$ cat src/rtl/sld_pkg.sv
`timescale 1ns / 1ps
`default_nettype none

package sld_pkg;

  localparam int KEY_W          = 24;
  localparam int FRAME_W        = 15;
  localparam int BYTE_W         = 8;
  localparam int FRAME_BYTES_DEF = 16;
  localparam int CFG_IDX_W      = 2;

  // register indexes
  localparam logic [CFG_IDX_W-1:0] REG_KEY    = 2'd0;
  localparam logic [CFG_IDX_W-1:0] REG_ENABLE = 2'd1;

  // lfsr width codes
  localparam logic [1:0] WC_8  = 2'd0;
  localparam logic [1:0] WC_16 = 2'd1;
  localparam logic [1:0] WC_24 = 2'd2;

  localparam logic [FRAME_W-1:0] SIG_FRAME_MIN = 15'h7FFC;

  typedef logic [1:0]       wc_t;
  typedef logic [KEY_W-1:0] lfsr_t;

  typedef struct packed {
    logic  done;
    lfsr_t value;
  } jump_rsp_t;

  typedef struct packed {
    logic              done;
    lfsr_t             value;
    logic [BYTE_W-1:0] ks;
  } ks_rsp_t;

  function automatic wc_t width_code(input lfsr_t key);
    wc_t wc;
    if (key[23:16] != 8'h00) begin
      wc = WC_24;
    end else if (key[15:8] != 8'h00) begin
      wc = WC_16;
    end else begin
      wc = WC_8;
    end
    return wc;
  endfunction

  function automatic lfsr_t width_mask(input wc_t wc);
    lfsr_t m;
    case (wc)
      WC_8:    m = 24'h0000FF;
      WC_16:   m = 24'h00FFFF;
      default: m = 24'hFFFFFF;
    endcase
    return m;
  endfunction

  function automatic logic fb_bit(input lfsr_t v, input wc_t wc);
    logic b;
    case (wc)
      WC_8:    b = v[7] ^ v[5] ^ v[4] ^ v[3];
      WC_16:   b = v[15] ^ v[14] ^ v[12] ^ v[3];
      default: b = v[23] ^ v[22] ^ v[21] ^ v[16];
    endcase
    return b;
  endfunction

  function automatic lfsr_t lfsr_step(input lfsr_t v, input wc_t wc);
    lfsr_t m;
    lfsr_t vm;
    m  = width_mask(wc);
    vm = v & m;
    return {vm[KEY_W-2:0], fb_bit(vm, wc)} & m;
  endfunction

endpackage

`default_nettype wire

$ cat src/rtl/sld_keystream.sv
`timescale 1ns / 1ps
`default_nettype none

module sld_keystream
  import sld_pkg::*;
(
  input  wire logic  clk,
  input  wire logic  rst_n,
  input  wire logic  start,
  input  wire lfsr_t init_value,
  input  wire wc_t   wc,
  output ks_rsp_t    rsp
);

  logic              busy_r;
  logic              done_r;
  logic [2:0]        cnt_r;
  lfsr_t             v_r;
  logic [BYTE_W-1:0] ks_r;

  // one lfsr step per cycle, msb of the keystream byte first
  always_ff @(posedge clk) begin
    if (!rst_n) begin
      busy_r <= 1'b0;
      done_r <= 1'b0;
      cnt_r  <= '0;
    end else begin
      done_r <= 1'b0;
      if (start) begin
        v_r    <= init_value;
        cnt_r  <= '0;
        busy_r <= 1'b1;
      end else if (busy_r) begin
        ks_r  <= {ks_r[BYTE_W-2:0], fb_bit(v_r, wc)};
        v_r   <= lfsr_step(v_r, wc);
        cnt_r <= cnt_r + 3'd1;
        if (cnt_r == 3'd7) begin
          busy_r <= 1'b0;
          done_r <= 1'b1;
        end
      end
    end
  end

  assign rsp.done  = done_r;
  assign rsp.value = v_r;
  assign rsp.ks    = ks_r;

endmodule

`default_nettype wire

$ cat src/rtl/sld_jump.sv
`timescale 1ns / 1ps
`default_nettype none

module sld_jump
  import sld_pkg::*;
#(
  parameter int FRAME_BYTES = FRAME_BYTES_DEF
) (
  input  wire logic               clk,
  input  wire logic               rst_n,
  input  wire logic               start,
  input  wire lfsr_t              key,
  input  wire wc_t                wc,
  input  wire logic [FRAME_W-1:0] frame,
  output jump_rsp_t               rsp
);

  localparam int STEPS_PER_FRAME = 8 * FRAME_BYTES;
  localparam int N_W             = FRAME_W + $clog2(STEPS_PER_FRAME + 1);
  localparam int COL_W           = $clog2(KEY_W);

  localparam logic [1:0] J_IDLE = 2'd0;
  localparam logic [1:0] J_MUL  = 2'd1;
  localparam logic [1:0] J_SQ   = 2'd2;
  localparam logic [1:0] J_COPY = 2'd3;

  logic [1:0]                  st_r;
  logic [N_W-1:0]              n_r;
  lfsr_t                       v_r;
  logic [KEY_W-1:0][KEY_W-1:0] p_r;
  logic [KEY_W-1:0][KEY_W-1:0] t_r;
  logic [COL_W-1:0]            col_r;
  lfsr_t                       mv_in;
  lfsr_t                       mv;

  // shared gf(2) matrix times vector: the state in the multiply step,
  // one column of the matrix while squaring
  always_comb begin
    mv_in = (st_r == J_SQ) ? p_r[col_r] : v_r;
    mv    = '0;
    for (int i = 0; i < KEY_W; i++) begin
      if (mv_in[i]) begin
        mv = mv ^ p_r[i];
      end
    end
  end

  always_ff @(posedge clk) begin
    if (!rst_n) begin
      st_r <= J_IDLE;
    end else begin
      case (st_r)
        J_IDLE: begin
          if (start) begin
            v_r <= key & width_mask(wc);
            n_r <= N_W'(frame) * N_W'(STEPS_PER_FRAME);
            for (int i = 0; i < KEY_W; i++) begin
              p_r[i] <= lfsr_step(lfsr_t'(1) << i, wc);
            end
            st_r <= J_MUL;
          end
        end
        J_MUL: begin
          if (n_r == '0) begin
            st_r <= J_IDLE;
          end else begin
            if (n_r[0]) begin
              v_r <= mv;
            end
            n_r   <= n_r >> 1;
            col_r <= '0;
            if ((n_r >> 1) != '0) begin
              st_r <= J_SQ;
            end
          end
        end
        J_SQ: begin
          t_r[col_r] <= mv;
          col_r      <= col_r + COL_W'(1);
          if (col_r == COL_W'(KEY_W - 1)) begin
            st_r <= J_COPY;
          end
        end
        J_COPY: begin
          p_r  <= t_r;
          st_r <= J_MUL;
        end
        default: st_r <= J_IDLE;
      endcase
    end
  end

  assign rsp.done  = (st_r == J_MUL) && (n_r == '0);
  assign rsp.value = v_r;

endmodule

`default_nettype wire

$ cat src/rtl/stream_lfsr_descrambler_unit.sv
`timescale 1ns / 1ps
`default_nettype none

// stream payload descrambler, one byte per request, FRAME_BYTES bytes a frame
// - cfg channel: cfg_valid/cfg_ready with cfg_index and cfg_data; index 0 is
//   the 24 bit key (its magnitude picks an 8, 16 or 24 bit lfsr), index 1 is
//   the enable; write only while the unit is idle
// - in channel: byte, frame number and signed flag; the frame number and
//   signed flag count only on the first byte of a frame
// - out channel: descrambled byte and a last-byte-of-frame flag, one result
//   request for every input request, in order
// - a byte passes from accept to out_valid through a decision state, eight
//   steps of the single lfsr step unit, a handoff and the output load; no
//   new request is taken before the result is loaded into the output
//   register; disabled or signature-frame bytes skip the steps
// - a skipped frame number costs a fast-forward on the shared 24x24 gf(2)
//   matrix unit: a multiply step for each bit of frame*8*FRAME_BYTES, with
//   the matrix squared column by column and copied back between the steps
// - in_stall is high whenever a request is in flight; the next request is
//   taken while a finished result still sits in the output register
// - out_stall holds the output register; the unit then waits with its next
//   result until the register drains
// - synchronous reset clears key, enable, lfsr, frame tracking and out_valid

module stream_lfsr_descrambler_unit
  import sld_pkg::*;
#(
  parameter int FRAME_BYTES = FRAME_BYTES_DEF
) (
  input  wire logic                 clk,
  input  wire logic                 rst_n,
  input  wire logic                 cfg_valid,
  output logic                      cfg_ready,
  input  wire logic [CFG_IDX_W-1:0] cfg_index,
  input  wire logic [KEY_W-1:0]     cfg_data,
  input  wire logic                 in_valid,
  output logic                      in_stall,
  input  wire logic [BYTE_W-1:0]    in_payload_byte,
  input  wire logic [15:0]          in_frame_number,
  input  wire logic                 in_signed_stream,
  output logic                      out_valid,
  input  wire logic                 out_stall,
  output logic [BYTE_W-1:0]         out_clear_byte,
  output logic                      out_frame_last
);

  localparam int POS_W = (FRAME_BYTES > 1) ? $clog2(FRAME_BYTES) : 1;
  localparam logic [POS_W-1:0] POS_LAST = POS_W'(FRAME_BYTES - 1);

  localparam logic [2:0] S_IDLE = 3'd0;
  localparam logic [2:0] S_JUMP = 3'd1;
  localparam logic [2:0] S_PREP = 3'd2;
  localparam logic [2:0] S_KEY  = 3'd3;
  localparam logic [2:0] S_OUT  = 3'd4;

  logic [2:0]         state_r;
  logic [2:0]         state_nxt;
  lfsr_t              key_r;
  logic               en_r;
  lfsr_t              lfsr_r;
  logic [FRAME_W-1:0] exp_r;
  logic [POS_W-1:0]   pos_r;
  logic               ks_off_r;
  logic [BYTE_W-1:0]  data_r;
  logic               last_r;
  logic [BYTE_W-1:0]  ks_byte_r;
  logic               out_valid_r;
  logic [BYTE_W-1:0]  out_byte_r;
  logic               out_last_r;

  wc_t                wc;
  logic               cfg_acc;
  logic               in_acc;
  logic               frame_start;
  logic [FRAME_W-1:0] frame;
  logic               jump_start;
  logic               ks_run;
  logic               ks_start;
  logic               out_free;
  logic               out_load;
  jump_rsp_t          jrsp;
  ks_rsp_t            krsp;

  // width follows the current key at once
  assign wc          = width_code(key_r);
  assign cfg_ready   = (state_r == S_IDLE);
  assign cfg_acc     = cfg_valid && cfg_ready;
  assign in_stall    = (state_r != S_IDLE);
  assign in_acc      = in_valid && !in_stall;
  assign frame_start = (pos_r == '0);
  assign frame       = in_frame_number[FRAME_W-1:0];

  // skipped frame: restart from the key and fast-forward
  assign jump_start = in_acc && frame_start && en_r &&
                      (in_frame_number != 16'h0000) && (frame != exp_r);

  // signature frames and a disabled unit do not step the lfsr for keystream
  assign ks_run   = en_r && !ks_off_r;
  assign ks_start = (state_r == S_PREP) && ks_run;

  assign out_free = !out_valid_r || !out_stall;
  assign out_load = (state_r == S_OUT) && out_free;

  always_comb begin
    state_nxt = state_r;
    case (state_r)
      S_IDLE: begin
        if (in_acc) begin
          state_nxt = jump_start ? S_JUMP : S_PREP;
        end
      end
      S_JUMP: begin
        if (jrsp.done) begin
          state_nxt = S_PREP;
        end
      end
      S_PREP:  state_nxt = ks_run ? S_KEY : S_OUT;
      S_KEY: begin
        if (krsp.done) begin
          state_nxt = S_OUT;
        end
      end
      S_OUT: begin
        if (out_free) begin
          state_nxt = S_IDLE;
        end
      end
      default: state_nxt = S_IDLE;
    endcase
  end

  always_ff @(posedge clk) begin
    if (!rst_n) begin
      state_r     <= S_IDLE;
      key_r       <= '0;
      en_r        <= 1'b0;
      lfsr_r      <= '0;
      exp_r       <= '0;
      pos_r       <= '0;
      ks_off_r    <= 1'b0;
      out_valid_r <= 1'b0;
    end else begin
      state_r <= state_nxt;

      if (cfg_acc) begin
        case (cfg_index)
          REG_KEY:    key_r <= cfg_data;
          REG_ENABLE: en_r  <= cfg_data[0];
          default:    ;
        endcase
      end

      if (in_acc) begin
        data_r <= in_payload_byte;
        last_r <= (pos_r == POS_LAST);
        pos_r  <= (pos_r == POS_LAST) ? '0 : pos_r + POS_W'(1);
        if (frame_start) begin
          ks_off_r <= in_signed_stream && (frame >= SIG_FRAME_MIN);
          exp_r    <= frame + FRAME_W'(1);
          // frame zero reloads the key directly
          if (en_r && (in_frame_number == 16'h0000)) begin
            lfsr_r <= key_r & width_mask(wc);
          end
        end
      end

      if (jrsp.done && (state_r == S_JUMP)) begin
        lfsr_r <= jrsp.value;
      end

      if ((state_r == S_PREP) && !ks_run) begin
        ks_byte_r <= '0;
      end

      if (krsp.done) begin
        lfsr_r    <= krsp.value;
        ks_byte_r <= krsp.ks;
      end

      if (out_load) begin
        out_byte_r  <= data_r ^ ks_byte_r;
        out_last_r  <= last_r;
        out_valid_r <= 1'b1;
      end else if (!out_stall) begin
        out_valid_r <= 1'b0;
      end
    end
  end

  sld_jump #(
    .FRAME_BYTES(FRAME_BYTES)
  ) u_jump (
    .clk  (clk),
    .rst_n(rst_n),
    .start(jump_start),
    .key  (key_r),
    .wc   (wc),
    .frame(frame),
    .rsp  (jrsp)
  );

  sld_keystream u_keystream (
    .clk       (clk),
    .rst_n     (rst_n),
    .start     (ks_start),
    .init_value(lfsr_r),
    .wc        (wc),
    .rsp       (krsp)
  );

  assign out_valid      = out_valid_r;
  assign out_clear_byte = out_byte_r;
  assign out_frame_last = out_last_r;

  a_jump_done_in_jump: assert property (@(posedge clk) disable iff (!rst_n)
    jrsp.done |-> (state_r == S_JUMP || state_r == S_IDLE))
    else $error("fast-forward finished outside its wait state");

  a_ks_done_in_key: assert property (@(posedge clk) disable iff (!rst_n)
    krsp.done |-> (state_r == S_KEY))
    else $error("keystream byte finished outside its wait state");

  a_no_overwrite: assert property (@(posedge clk) disable iff (!rst_n)
    (state_r == S_OUT && out_valid_r && out_stall) |=> (state_r == S_OUT))
    else $error("result left before output register drained");

  a_pos_range: assert property (@(posedge clk) disable iff (!rst_n)
    in_acc |=> (pos_r <= POS_LAST))
    else $error("byte position past end of frame");

  a_jump_only_enabled: assert property (@(posedge clk) disable iff (!rst_n)
    jump_start |-> (en_r && frame_start))
    else $error("fast-forward started mid-frame or while disabled");

endmodule

`default_nettype wire

$ cat config.mk
export PLATFORM = sky130hd
export DESIGN_NAME = stream_lfsr_descrambler_unit
export DESIGN_NICKNAME = d
export VERILOG_FILES = /design/src/rtl/sld_pkg.sv /design/src/rtl/sld_keystream.sv /design/src/rtl/sld_jump.sv /design/src/rtl/stream_lfsr_descrambler_unit.sv
export SDC_FILE = /design/constraint.sdc
export NUM_CORES = 2
export LEC_CHECK = 0
export BUFFER_PORTS_ARGS = -buffer_cell sky130_fd_sc_hd__buf_2
export CORE_MARGIN = 4
export CORE_UTILIZATION = 25
export CTS_BUF_LIST = sky130_fd_sc_hd__clkbuf_8 sky130_fd_sc_hd__clkbuf_16
export CTS_CLUSTER_DIAMETER = 100
export DETAILED_ROUTE_END_ITERATION = 10
export SLEW_MARGIN = 10
export SYNTH_ARGS = -nofsm -noshare
export SYNTH_HDL_FRONTEND = slang
export SYNTH_SLANG_ARGS = --single-unit
$ cat constraint.sdc
create_clock -name clk -period 102.7 [get_ports clk]
set_input_delay 5.135 -clock clk [delete_from_list [all_inputs] [get_ports clk]]
set_output_delay 5.135 -clock clk [all_outputs]
set_load 0.02 [all_outputs]
* Yosys cells after proc, flatten, opt, wreduce, memory -nomap -nowiden
Index checks and enable logic that the tools add are counted.
Word-level totals: register bits after elaboration 1342, bits of input ports 56, output and inout port bits 12, word-level logic and storage cells 367
Cells by class: add/sub/neg operators 4, magnitude comparators 3, equality and inequality tests 23, muxes and demuxes 134, bitwise logic cells 73, reductions and logical operators 60
Operators by type and width (count):
- 576-bit case mux with 2 select lines | 1
- 24-bit 2-to-1 mux | 47
- 576-bit bitwise mux | 1
- 576-bit 2-to-1 mux | 1
- 24-bit XOR | 23
- 24-bit AND | 5
- 24-bit binary-select mux with 5-bit select | 1
- 24-bit demux with 5-bit select | 1
- 24-bit case mux with 2 select lines | 2
- 1-bit 2-to-1 mux | 57
- 23-bit 2-to-1 mux | 2
- 23-bit case mux with 2 select lines | 1
- 1-bit by 24-bit AND with 24-bit output | 1
- 10-bit by 24-bit AND with 24-bit output | 1
- 11-bit by 24-bit AND with 24-bit output | 1
- 12-bit by 24-bit AND with 24-bit output | 1
- 13-bit by 24-bit AND with 24-bit output | 1
- 14-bit by 24-bit AND with 24-bit output | 1
- 15-bit by 24-bit AND with 24-bit output | 1
- 16-bit by 24-bit AND with 24-bit output | 1
- 17-bit by 24-bit AND with 24-bit output | 1
- 18-bit by 24-bit AND with 24-bit output | 1
- 19-bit by 24-bit AND with 24-bit output | 1
- 2-bit by 24-bit AND with 24-bit output | 1
- other kinds (60) | 143

* Logic depth before layout (Yosys ltp)
depth in word-level cells 53, depth in mapped cells 16

* Hierarchy
Synthesis repeated with hierarchy kept, for this count alone.
Second synthesis, totals: cells, all modules 4118, area, all modules 61611.6 µm²
Modules (own cells, without submodules):
- sld_jump | instances 1, cells an instance 3518, area an instance 55170.4 µm², sequential area each 36164.7 µm²
- stream_lfsr_descrambler_unit | instances 1, cells an instance 490, area an instance 4869.7 µm², sequential area each 2242.2 µm²
- sld_keystream | instances 1, cells an instance 110, area an instance 1571.5 µm², sequential area each 1061.0 µm²

* Worst setup path before layout
OpenSTA, ideal clock, no wires.
path kind input-to-reg, start in in_valid, end reg u_jump.p_r[0] (netlist name) (enable), setup time 2.402 ns, arrival 47.259 ns, path slack 53.039 ns, stages on the path 6, path through nand2_1 -> nor4b_1 -> nand2_1 -> nor3_1 -> nand2_1 -> a21boi_0
Between the ends: longest elaborated chain between the ends 7
Ends and longest elaborated chain:
- from (decl) | line stream_lfsr_descrambler_unit.sv:36 | input wire logic in_valid,
- 1-bit logical AND | line stream_lfsr_descrambler_unit.sv:89 | assign in_acc = in_valid && !in_stall;
- 1-bit logical AND (3 in a row) | line stream_lfsr_descrambler_unit.sv:94 | assign jump_start = in_acc && frame_start && en_r &&
- 1-bit logical AND | line stream_lfsr_descrambler_unit.sv:95 | (in_frame_number != 16'h0000) && (frame != exp_r);
- 2-bit != test (no line)
- 3-bit AND reduction (no line)
- to (signal, indexed assignment) | line sld_jump.sv:58 | p_r[i] <= lfsr_step(lfsr_t'(1) << i, wc);
- to (signal assigned) | line sld_jump.sv:85 | p_r <= t_r;
- to (decl) | line sld_jump.sv:30 | logic [KEY_W-1:0][KEY_W-1:0] p_r;
No other way between the ends. A chain may end at the register's enable or synchronous reset.

* Worst setup path after layout
start in in_frame_number[0], end reg u_jump.p_r[471] (netlist name) (enable)
Between the ends: longest elaborated chain between the ends 5, elaborated cells on any way between the ends 6
Ends and longest elaborated chain:
- from (decl) | line stream_lfsr_descrambler_unit.sv:39 | input wire logic [15:0] in_frame_number,
- 16-bit nonzero test | line stream_lfsr_descrambler_unit.sv:95
- 1-bit logical AND | line stream_lfsr_descrambler_unit.sv:94
- 1-bit logical AND (*) | line stream_lfsr_descrambler_unit.sv:95
- 2-bit != test (no line) (*)
- 3-bit AND reduction (no line) (*)
Mark *: on every way between the ends. The rest lies on a longest branch, timed or not.

==> impl_metrics.env <==
export IMPL_clock_path_buffers=3
export IMPL_final_setup_tns_ns=0
export IMPL_hold_depth=0
export IMPL_yosysSeqAreaShare=0.6480
export IMPL_core_area_um2=241400
export IMPL_grtUsageMet3=0.02435
export IMPL_dpl_cell_area_um2=65450
export IMPL_regToRegSetupSlack_ns=96.11
export IMPL_synth_most_common_cell="edfxtp_1"
export IMPL_use_met1=0.1864
export IMPL_setup_viol=0
export IMPL_r2r_start="u_jump.col_r[1]$_SDFFCE_PP0P_"
export IMPL_via_count=35960
export IMPL_antenna_left=0
export IMPL_root_buffer="clkbuf_16"
export IMPL_die_height_um=501.6
export IMPL_gr_total_overflow=0
export IMPL_dr_pass1_iters=6
export IMPL_area_delta_synth_final_pct=15.08
export IMPL_numCtsBuffers=145
export IMPL_synth_seq_cells=1341
export IMPL_syn_num_nets=4389
export IMPL_outcome="finished clean"
export IMPL_cp_start_kind="input port"
export IMPL_rows=180
export IMPL_min_to="u_keystream.ks_r[4]$_DFFE_PP_"
export IMPL_drv_slew=0
export IMPL_place_ws_ns=92.82
export IMPL_clkTransAtPathRegs_ns=0.06
export IMPL_top_usage_layer="met2"
export IMPL_drv_cap=0
export IMPL_die_area_um2=251600
export IMPL_fin_ws_ns=93.66
export IMPL_fin_worst_skew_ns=0.03168
export IMPL_ys_top_cells_by_area="edfxtp_1, and2_1, nand2_1"
export IMPL_drt_iter0_markers=3825
export IMPL_drc=0
export IMPL_cts_resized=0
export IMPL_tritoncts="done"
export IMPL_yosysWarningCount=0
export IMPL_period_needed_ns=9.044
export IMPL_netlist_area_um2=60910
export IMPL_relSlewSlack=0.1368
export IMPL_layout_nets=4475
export IMPL_htreeDepth=4
export IMPL_arrival_ns=9.43
export IMPL_synth_top_area_share=0.6217
export IMPL_die_x_um=501.6
export IMPL_synth_cell_types=87
export IMPL_p_leak_uw=0.02459
export IMPL_use_met2=0.2268
export IMPL_hold_viol_final=0
export IMPL_syn_avg_cell_area_um2=14.11
export IMPL_yosysTopAreaCell="edfxtp_1"
export IMPL_design_area_um2=70100
export IMPL_dp_final_hpwl_um=108800
export IMPL_r2r_end="u_jump.v_r[10]$_DFFE_PP_"
export IMPL_grt_max_degree=260
export IMPL_gp_congestion=0.8667
export IMPL_finalCritPeriodShare=0.08806
export IMPL_holdCritStartpoint="u_keystream.ks_r[3]$_DFFE_PP_"
export IMPL_wl_per_cell_um=23.53
export IMPL_power_density_nw_per_um2=17.22
export IMPL_crit_fanout=150
export IMPL_routed_wl_um=181500
export IMPL_synth_cells=4318
export IMPL_grt_pass1_vias=35690
export IMPL_port_buffers=67
export IMPL_cts_setup_buffers=0
export IMPL_avgViaCountPerCell=4.662
export IMPL_ir_worst_vdd_mv=0.01639
export IMPL_synth_common_cells="edfxtp_1, nand2_1, and2_1"
export IMPL_grt_antenna_before_repair=5
export IMPL_grt_use_total=0.1408
export IMPL_io_pins=68
export IMPL_initial_core_util=0.2523
export IMPL_synthFlopType="edfxtp_1"
export IMPL_r2r_cells=13
export IMPL_fmax_mhz=110.6
export IMPL_synth_edf_count=1261
export IMPL_insertion_delay_ns=0.80
export IMPL_hold_class="reg2reg"
export IMPL_grt_pass1_wl_um=257900
export IMPL_criticalPathCategory="in2reg"
export IMPL_synthArstFlopShare=0
export IMPL_tightestPinTransition_ns=1.289
export IMPL_cts_hold_buf=0
export IMPL_end_kind="flip-flop"
export IMPL_clkSinkCount=1341
export IMPL_crit_required_ns=103.09
export IMPL_rsz0062_at_grt="false"
export IMPL_layout_drive_gt1_share=0.1294
## worst max path at each step
stage          slack [ns]          startpoint  cells after the start                            end
3_3_place_gp        92.82            in_valid                     11   u_jump.p_r[39]$_SDFFCE_PN0P_
3_5_place_dp        92.82            in_valid                     11   u_jump.p_r[39]$_SDFFCE_PN0P_
6_report            93.66  in_frame_number[0]                     11  u_jump.p_r[471]$_SDFFCE_PN0P_
2_1_floorplan       53.04            in_valid                      6    u_jump.p_r[0]$_SDFFCE_PN0P_
5_1_grt             93.34            in_valid                     11  u_jump.p_r[423]$_SDFFCE_PN0P_
4_1_cts             93.68            in_valid                     11  u_jump.p_r[423]$_SDFFCE_PN0P_
## cell type report
class,instances,area (um2)
antenna,5,12.51
clock buffer,152,3747
clock inverter,113,890.9
fill,24230,171300
inverter,51,191.4
multi-input combinational,2693,20610
sequential,1341,39470
tap,3185,3985
timing repair buffer,172,1186
## where the power goes
group,total (uW),internal (uW),switching [uW]
combinational,83.1,27.5,55.6
clock,510,287,224
sequential,614,610,3.19
## sequential cells by signal, indices dropped and copies added (netlist names), 15 cells and up
signal,flops
lfsr_r,24
u_jump.n_r,22
u_jump.t_r,576
u_jump.p_r,576
key_r,24
u_jump.v_r,24
exp_r,15
u_keystream.v_r,24
## cell usage in the layout, fill, tap and decap left out, drive strengths merged, types with 29 or more instances in the layout
cell type / n
xnor2: 244
and2: 568
clkinv: 64
mux2i: 233
a22oi: 47
nor2: 70
a21boi: 29
xnor3: 74
xor2: 204
mux2: 58
buf: 172
nand2b: 30
a21oi: 52
o21ai: 51
edfxtp: 1261
nand2: 684
nor2b: 41
inv: 91
mux4: 49
clkbuf: 152
dfxtp: 80
## per-stage QoR
stage	total power (uW)	hold WS, ns	cells	util
floorplan	676.7	0.4003	4318	-
global placement	706.7	0.4070	7442	0.2711
detailed placement	708.2	0.4269	7442	0.2711
CTS	1216	0.4361	7707	0.2903
global route	1243	0.4408	7707	0.2903
finish	1207	0.4365	7712	0.2903
## cell families after synthesis
kind of cell | synth area share
and+or+nand+nor | 0.1271
DFF | 0.6480
xor gates and xnor gates | 0.09242
muxes | 0.06713
AOI/OAI and AO/OA | 0.03792
buffers and inverters | 0.02438
adders and majority gates | 0.003081
## worst max-delay path, stage by stage
cell and delay [ns]:
buf_2 0.22, inv_1 0.09, ha_1 0.23, nor3b_1 0.14, and4_1 0.28, nor3_1 0.49
nand2_1 0.20, a21boi_4 0.18, buf_12 0.64, buf_12 0.63, buf_4 0.93
## metal layers
| layer | part of all wire | vias up | wire length (um) |
|---|---|---|---|
| li1 | - | 15550 | - |
| met1 | 0.41 | 18400 | 74470 |
| met2 | 0.46 | 1633 | 84250 |
| met3 | 0.080 | 370 | 14580 |
| met4 | 0.045 | 2 | 8166 |
| met5 | 0.000072 | - | 13 |
Note: power is estimated with default switching activity, not from simulation.
